<file path="config.mk">
export PLATFORM = sky130hd
export DESIGN_NAME = secure_option_byte_parser_unit
export DESIGN_NICKNAME = d
export VERILOG_FILES = /design/src/obp_pkg.sv /design/src/obp_step.sv /design/src/secure_option_byte_parser_unit.sv
export SDC_FILE = /design/constraint.sdc
export NUM_CORES = 1
export LEC_CHECK = 0
export ABC_AREA = 1
export BUFFER_PORTS_ARGS = -buffer_cell sky130_fd_sc_hd__buf_2
export CAP_MARGIN = 5
export CORE_MARGIN = 8
export CORE_UTILIZATION = 40
export DETAILED_ROUTE_END_ITERATION = 16
export MAX_ROUTING_LAYER = met4
export PLACE_DENSITY_LB_ADDON = 0.05
export SYNTH_ARGS = -nofsm -noshare
export SYNTH_HDL_FRONTEND = slang
export SYNTH_HIERARCHICAL = 1
export SYNTH_SLANG_ARGS = --single-unit
</file>
<file path="constraint.sdc">
create_clock -name aclk -period 7 [get_ports aclk]
set_clock_uncertainty 0.05 [all_clocks]
set_input_delay 0.35 -clock aclk [delete_from_list [all_inputs] [get_ports aclk]]
set_output_delay 0.35 -clock aclk [all_outputs]
set_load 0.05 [all_outputs]
</file>
<file path="src/obp_pkg.sv">
// Types, codes and helper functions for the option byte parser.
// No dependencies; used by obp_step and the top level.
package obp_pkg;

    localparam logic [2:0] MAX_PIV_BYTES     = 3'd5;
    localparam logic [7:0] MAX_CONTEXT_BYTES = 8'd8;
    localparam logic [7:0] MAX_KEY_ID_BYTES  = 8'd7;

    localparam logic [7:0] FLAG_RESERVED = 8'hE0;
    localparam logic [7:0] FLAG_CONTEXT  = 8'h10;
    localparam logic [7:0] FLAG_KEY_ID   = 8'h08;

    localparam int SEQ_BYTES = 5;
    localparam int SEQ_W     = 8 * SEQ_BYTES;

    typedef enum logic [2:0] {
        PH_FLAGS  = 3'd0,
        PH_PIV    = 3'd1,
        PH_CLEN   = 3'd2,
        PH_CTX    = 3'd3,
        PH_KID    = 3'd4,
        PH_EXCESS = 3'd5
    } phase_t;

    typedef enum logic [2:0] {
        ROLE_FLAGS  = 3'd0,
        ROLE_PIV    = 3'd1,
        ROLE_CLEN   = 3'd2,
        ROLE_CTX    = 3'd3,
        ROLE_KID    = 3'd4,
        ROLE_EXCESS = 3'd5
    } role_t;

    typedef enum logic [2:0] {
        ERR_NONE      = 3'd0,
        ERR_RESERVED  = 3'd1,
        ERR_PIV_LONG  = 3'd2,
        ERR_PIV_SHORT = 3'd3,
        ERR_CONTEXT   = 3'd4,
        ERR_KEY_ID    = 3'd5,
        ERR_TRAILING  = 3'd6
    } err_t;

    typedef struct packed {
        logic             in_option;
        logic [7:0]       flag_bits;
        phase_t           phase;
        logic [7:0]       field_count;
        logic [7:0]       ctx_len;
        logic [7:0]       kid_count;
        err_t             first_err;
        logic [SEQ_W-1:0] seq;
    } state_t;

    typedef struct packed {
        role_t            role;
        logic [7:0]       index;
        logic [7:0]       value;
        logic             done;
        err_t             status;
        logic [2:0]       piv_len;
        logic [7:0]       ctx_len;
        logic [7:0]       kid_len;
        logic [SEQ_W-1:0] seq;
    } result_t;

    localparam state_t ST_RESET = '{
        in_option:   1'b0,
        flag_bits:   8'd0,
        phase:       PH_FLAGS,
        field_count: 8'd0,
        ctx_len:     8'd0,
        kid_count:   8'd0,
        first_err:   ERR_NONE,
        seq:         '0
    };

    function automatic logic [7:0] sat_inc(input logic [7:0] v);
        return (v == 8'hFF) ? 8'hFF : v + 8'd1;
    endfunction

    function automatic phase_t phase_after_ctx(input logic [7:0] flags);
        return ((flags & FLAG_KEY_ID) != 8'd0) ? PH_KID : PH_EXCESS;
    endfunction

    function automatic phase_t phase_after_piv(input logic [7:0] flags);
        return ((flags & FLAG_CONTEXT) != 8'd0) ? PH_CLEN : phase_after_ctx(flags);
    endfunction

endpackage

</file>
<file path="src/obp_step.sv">
// Per-byte parse step: next parser state and the result item for one byte.
// Depends on obp_pkg.
module obp_step (
    input  obp_pkg::state_t  cur_st,
    input  logic [7:0]       data_byte,
    input  logic             last_byte,
    input  logic             empty_option,
    output obp_pkg::state_t  nxt_st,
    output obp_pkg::result_t res
);

    always_comb begin
        obp_pkg::state_t st;
        logic [7:0]      fc_inc;
        st     = cur_st;
        fc_inc = cur_st.field_count + 8'd1;
        res    = '0;
        nxt_st = cur_st;

        if (empty_option) begin
            // A zero-length option drops any partial option in progress.
            res.done = 1'b1;
            nxt_st   = obp_pkg::ST_RESET;
        end else begin
            res.value = data_byte;
            res.role  = obp_pkg::ROLE_FLAGS;
            if (!cur_st.in_option) begin
                st           = obp_pkg::ST_RESET;
                st.in_option = 1'b1;
                st.flag_bits = data_byte;
                if ((data_byte & obp_pkg::FLAG_RESERVED) != 8'd0) begin
                    st.first_err = obp_pkg::ERR_RESERVED;
                    st.phase     = obp_pkg::PH_EXCESS;
                end else if (data_byte[2:0] > obp_pkg::MAX_PIV_BYTES) begin
                    st.first_err = obp_pkg::ERR_PIV_LONG;
                    st.phase     = obp_pkg::PH_EXCESS;
                end else if (data_byte[2:0] != 3'd0) begin
                    st.phase = obp_pkg::PH_PIV;
                end else begin
                    st.phase = obp_pkg::phase_after_piv(data_byte);
                end
            end else begin
                unique case (cur_st.phase)
                    obp_pkg::PH_PIV: begin
                        res.role  = obp_pkg::ROLE_PIV;
                        res.index = cur_st.field_count;
                        for (int i = 0; i < obp_pkg::SEQ_BYTES; i++) begin
                            if (cur_st.field_count == 8'(i)) begin
                                st.seq[8*i +: 8] = cur_st.seq[8*i +: 8] | data_byte;
                            end
                        end
                        if (fc_inc >= {5'd0, cur_st.flag_bits[2:0]}) begin
                            st.field_count = 8'd0;
                            st.phase       = obp_pkg::phase_after_piv(cur_st.flag_bits);
                        end else begin
                            st.field_count = fc_inc;
                        end
                    end
                    obp_pkg::PH_CLEN: begin
                        res.role       = obp_pkg::ROLE_CLEN;
                        st.ctx_len     = data_byte;
                        st.field_count = 8'd0;
                        if (data_byte > obp_pkg::MAX_CONTEXT_BYTES) begin
                            if (cur_st.first_err == obp_pkg::ERR_NONE) begin
                                st.first_err = obp_pkg::ERR_CONTEXT;
                            end
                            st.phase = obp_pkg::PH_EXCESS;
                        end else if (data_byte == 8'd0) begin
                            st.phase = obp_pkg::phase_after_ctx(cur_st.flag_bits);
                        end else begin
                            st.phase = obp_pkg::PH_CTX;
                        end
                    end
                    obp_pkg::PH_CTX: begin
                        res.role  = obp_pkg::ROLE_CTX;
                        res.index = cur_st.field_count;
                        if (fc_inc >= cur_st.ctx_len) begin
                            st.field_count = 8'd0;
                            st.phase       = obp_pkg::phase_after_ctx(cur_st.flag_bits);
                        end else begin
                            st.field_count = fc_inc;
                        end
                    end
                    obp_pkg::PH_KID: begin
                        res.role       = obp_pkg::ROLE_KID;
                        res.index      = cur_st.field_count;
                        st.field_count = obp_pkg::sat_inc(cur_st.field_count);
                        st.kid_count   = obp_pkg::sat_inc(cur_st.kid_count);
                        if (st.kid_count > obp_pkg::MAX_KEY_ID_BYTES &&
                            cur_st.first_err == obp_pkg::ERR_NONE) begin
                            st.first_err = obp_pkg::ERR_KEY_ID;
                        end
                    end
                    default: begin
                        res.role       = obp_pkg::ROLE_EXCESS;
                        res.index      = cur_st.field_count;
                        st.field_count = obp_pkg::sat_inc(cur_st.field_count);
                        st.phase       = obp_pkg::PH_EXCESS;
                        if (cur_st.first_err == obp_pkg::ERR_NONE) begin
                            st.first_err = obp_pkg::ERR_TRAILING;
                        end
                    end
                endcase
            end

            if (last_byte) begin
                // An option that ends with a field still owed gets an error.
                if (st.first_err == obp_pkg::ERR_NONE) begin
                    if (st.phase == obp_pkg::PH_PIV) begin
                        st.first_err = obp_pkg::ERR_PIV_SHORT;
                    end else if (st.phase == obp_pkg::PH_CLEN ||
                                 st.phase == obp_pkg::PH_CTX) begin
                        st.first_err = obp_pkg::ERR_CONTEXT;
                    end else if (st.phase == obp_pkg::PH_KID && st.kid_count == 8'd0) begin
                        st.first_err = obp_pkg::ERR_KEY_ID;
                    end
                end
                res.done    = 1'b1;
                res.status  = st.first_err;
                res.piv_len = st.flag_bits[2:0];
                res.ctx_len = st.ctx_len;
                res.kid_len = st.kid_count;
                res.seq     = st.seq;
                nxt_st      = obp_pkg::ST_RESET;
            end else begin
                nxt_st = st;
            end
        end
    end

endmodule

</file>
<file path="src/secure_option_byte_parser_unit.sv">
// Channel    | dir | tdata                        | tlast        | tuser
// s_ (bytes) | in  | data_byte                    | last_byte    | empty_option
// m_ (roles) | out | index, value, summary fields | option_done  | byte_role
//
// One item per cycle while m_tready stays high; an accepted item moves from the
// input register to the result register and then shows on m_.
// The parser state advances when an item leaves the input register.
// aresetn is synchronous, active low, and returns the parser to the flags byte.
// A stalled m_tready holds the result and, once the input register is full,
// drops s_tready.
// Top level of the option byte parser; depends on obp_pkg and obp_step.
module secure_option_byte_parser_unit (
    input  logic        aclk,
    input  logic        aresetn,
    input  logic        s_tvalid,
    output logic        s_tready,
    input  logic [7:0]  s_tdata,   // [7:0] data_byte
    input  logic        s_tlast,
    input  logic        s_tuser,   // [0] empty_option
    output logic        m_tvalid,
    input  logic        m_tready,
    // [7:0] role_index, [15:8] byte_value, [18:16] status, [21:19] piv_length,
    // [29:22] context_length, [37:30] key_id_length, [77:38] piv_seq,
    // [79:78] zero
    output logic [79:0] m_tdata,
    output logic        m_tlast,
    output logic [2:0]  m_tuser    // [2:0] byte_role
);

    logic             in_vld_reg;
    logic [7:0]       in_data_reg;
    logic             in_last_reg;
    logic             in_empty_reg;
    obp_pkg::state_t  st_reg;
    obp_pkg::state_t  st_next;
    obp_pkg::result_t res_reg;
    obp_pkg::result_t res_next;
    logic             out_vld_reg;
    logic             advance;

    assign advance  = !out_vld_reg || m_tready;
    assign s_tready = !in_vld_reg || advance;

    obp_step u_step (
        .cur_st       (st_reg),
        .data_byte    (in_data_reg),
        .last_byte    (in_last_reg),
        .empty_option (in_empty_reg),
        .nxt_st       (st_next),
        .res          (res_next)
    );

    always_ff @(posedge aclk) begin
        if (!aresetn) begin
            in_vld_reg  <= 1'b0;
            out_vld_reg <= 1'b0;
            st_reg      <= obp_pkg::ST_RESET;
        end else begin
            if (s_tready) begin
                in_vld_reg <= s_tvalid;
            end
            if (advance) begin
                out_vld_reg <= in_vld_reg;
                if (in_vld_reg) begin
                    st_reg <= st_next;
                end
            end
        end
    end

    always_ff @(posedge aclk) begin
        if (s_tready && s_tvalid) begin
            in_data_reg  <= s_tdata;
            in_last_reg  <= s_tlast;
            in_empty_reg <= s_tuser;
        end
        if (advance && in_vld_reg) begin
            res_reg <= res_next;
        end
    end

    assign m_tvalid = out_vld_reg;
    assign m_tlast  = res_reg.done;
    assign m_tuser  = res_reg.role;
    assign m_tdata  = {2'b00, res_reg.seq, res_reg.kid_len, res_reg.ctx_len,
                       res_reg.piv_len, res_reg.status, res_reg.value, res_reg.index};

endmodule

</file>
==> metrics.md <==
| Metric | Value |
|---|---|
| Critical Path RT | `7.32 ns` |
| FMAX | `313 MHz` |
| Fin crit share | `a little under half` |
| Max layer used | `met4` |
| Peak supply drop | `0.000152 V` |
| CTS tree | `built` |
| Clock slew at reported path FFs | `0.07 ns` |
| Pin count of the biggest net entering global routing | `111` |
| Clock buffer depth | `2` |
| RSZ-0062 raised after global routing | `false` |
| Commonest cells after routing, fill and taps aside | `245 x nor2_1, 177 x nand2_1, 139 x inv_1` |
| Post-Route Setup TNS | `0 ns` |
| Worst r2r src | `st_reg[78]` |
| Overall routing resource usage | `18.3%` |
| Die H | `164 um` |
| PD cells | `~240 nW/um^2` |
| WL/cell | `15.8 um` |
| Die W | `164 um` |
| Max reg flops | `between 70 and 80` |
| Routed metal-1 wire length | `11200 um` |
| Final GP Congestion | `0.869` |
| Die footprint | `26800 sq um` |
| Final hold vios | `0` |
| Min Clock Period, post-route | `3.20 ns` |
| Sink Count | `170` |
| Worst reg-to-reg setup slack | `3.80 ns` |
| Setup Viol. Count Final | `0` |
| Setup crit end kind | `flip-flop` |
| Row cnt | `between 50 and 60` |
| Slew HR | `22.4%` |
| Remaining global-route overflow | `0` |
| Top-level I/O count | `100` |
| CP startpoint kind | `flip-flop` |
| Multi-input gate area | `3540 sq um` |
| First-pass GRT wire length | `37600 um` |
| Vias | `roughly 7400` |
| Worst reg2reg path depth | `12` |
| Fraction of layout cells with a size suffix above 1 | `13.7%` |
| Total CTS buffers | `17` |
| Storage element area | `roughly 4300 sq um` |
| Actual slew at the worst max-slew pin | `1.16 ns` |
| DR vias/cell | `about 5` |
| Cell count after synthesis | `1145` |
| Total chip power | `2.39 mW` |
| CP Data Arrival Time | `3.52 ns` |
| Metal3 WL | `984 um` |
| Resized Gates After CTS | `0` |
| Crit path kind | `reg2reg` |
| DP HPWL | `15000 um` |
| Slew Limit Fails | `0` |
| I/O Buffers | `97` |
| Hold Buf Count CTS | `0` |
| Filler cell count | `2219` |
| Hold path cells | `1` |
| Clock root cell | `clkbuf_16` |
| Count of H-tree levels built during CTS | `4` |
| Crit Path Max Fanout | `between 50 and 60` |
| Mapped Area | `about 8700 sq um` |
| HP Start | `s_tlast` |
| Vias in the first global route | `approximately 6900` |
| Post-CTS Setup Bufs | `0` |
| Leak | `4.01 nW` |
| Ant. Diodes | `0` |
| Reg2Reg Capture Point | `st_reg[63]` |
| Core Box Area | `roughly 22000 sq um` |
| Ys Warns | `6` |
| DRT Pass-1 Iters | `5` |
| Most common cell after layout, fill and taps aside | `nor2_1` |
| Worst hold path class | `in2reg` |
| Antenna violations before repair | `0` |
| WL met2 | `10800 um` |
| Worst hold endpoint | `in_last_reg` |
| Post-DRT Antenna Nets | `0` |
| Area growth syn-to-layout | `12.9%` |
| DRT Wirelength | `23500 um` |
| Syn Area/Cell | `between 7 and 8 sq um` |
| DR DRC count | `0` |
| Max-cap check violation count | `0` |
| Initial Util | `40.4%` |
| Layout net count | `1230` |
| Clk_lat worst skew | `between 0.4 and 0.5 ns` |
| Status | `completed` |
| Initial DRC count | `599` |
## power by group
part           total, mW  internal, mW  switching (mW)
Sequential          1.14          1.10          0.0366
Combinational      0.338        0.0921           0.246
Clock              0.912         0.499           0.414
Total               2.39          1.69           0.696
## worst max-delay path, stage by stage, from the launching register on
cell,delay [ns]
dfxtp_1,0.75
inv_2,0.25
nor2_1,0.24
inv_2,0.16
nor2_1,0.18
inv_2,0.42
o21ai_1,0.56
o21ai_0,0.17
inv_1,0.08
inv_1,0.04
nand3_1,0.07
nand2_1,0.06
nor2_1,0.12
## how the worst max path moves through the flow
stage | slack, ns | cells past startpoint | start | end
after floorplan | 1.68 | 5 | in_vld_reg | m_tdata[0]
after global placement | 3.89 | 12 | st_reg[78] | st_reg[63]
after detailed placement | 3.84 | 12 | st_reg[78] | st_reg[64]
after CTS | 3.85 | 12 | st_reg[78] | st_reg[63]
after global routing | 3.43 | 12 | st_reg[78] | st_reg[65]
final | 3.80 | 12 | st_reg[78] | st_reg[63]
## metal layers
metal / vias to the layer above / track usage, %
met4: 0 / 6.78
met2: 168 / 28.1
met3: 28 / 2.98
li1: 3794 / -
met5: - / -
met1: 3443 / 24.0
## per-stage QoR
step,setup WS [ns],hold WS (ns),cells,util [%],cell area (sq um)
final,3.80,0.0522,1493,45.6,9860
after global routing,3.43,0.0323,1493,45.6,9860
after CTS,3.85,0.0292,1493,45.6,9860
after detailed placement,3.84,0.418,1461,43.0,9290
after global placement,3.89,0.410,1461,43.0,9290
after floorplan,1.68,0.396,1146,-,8740
## layout make-up
cell class | count | area share (%)
clock buffer | 21 | 4.89
clock inverter | 11 | 0.850
inverter | 150 | 5.74
multi-input combinational | 761 | 35.9
sequential | 170 | 43.9
tap | 280 | 3.55
timing repair buffer | 100 | 5.18
Note: power is estimated with default switching activity, not from simulation.
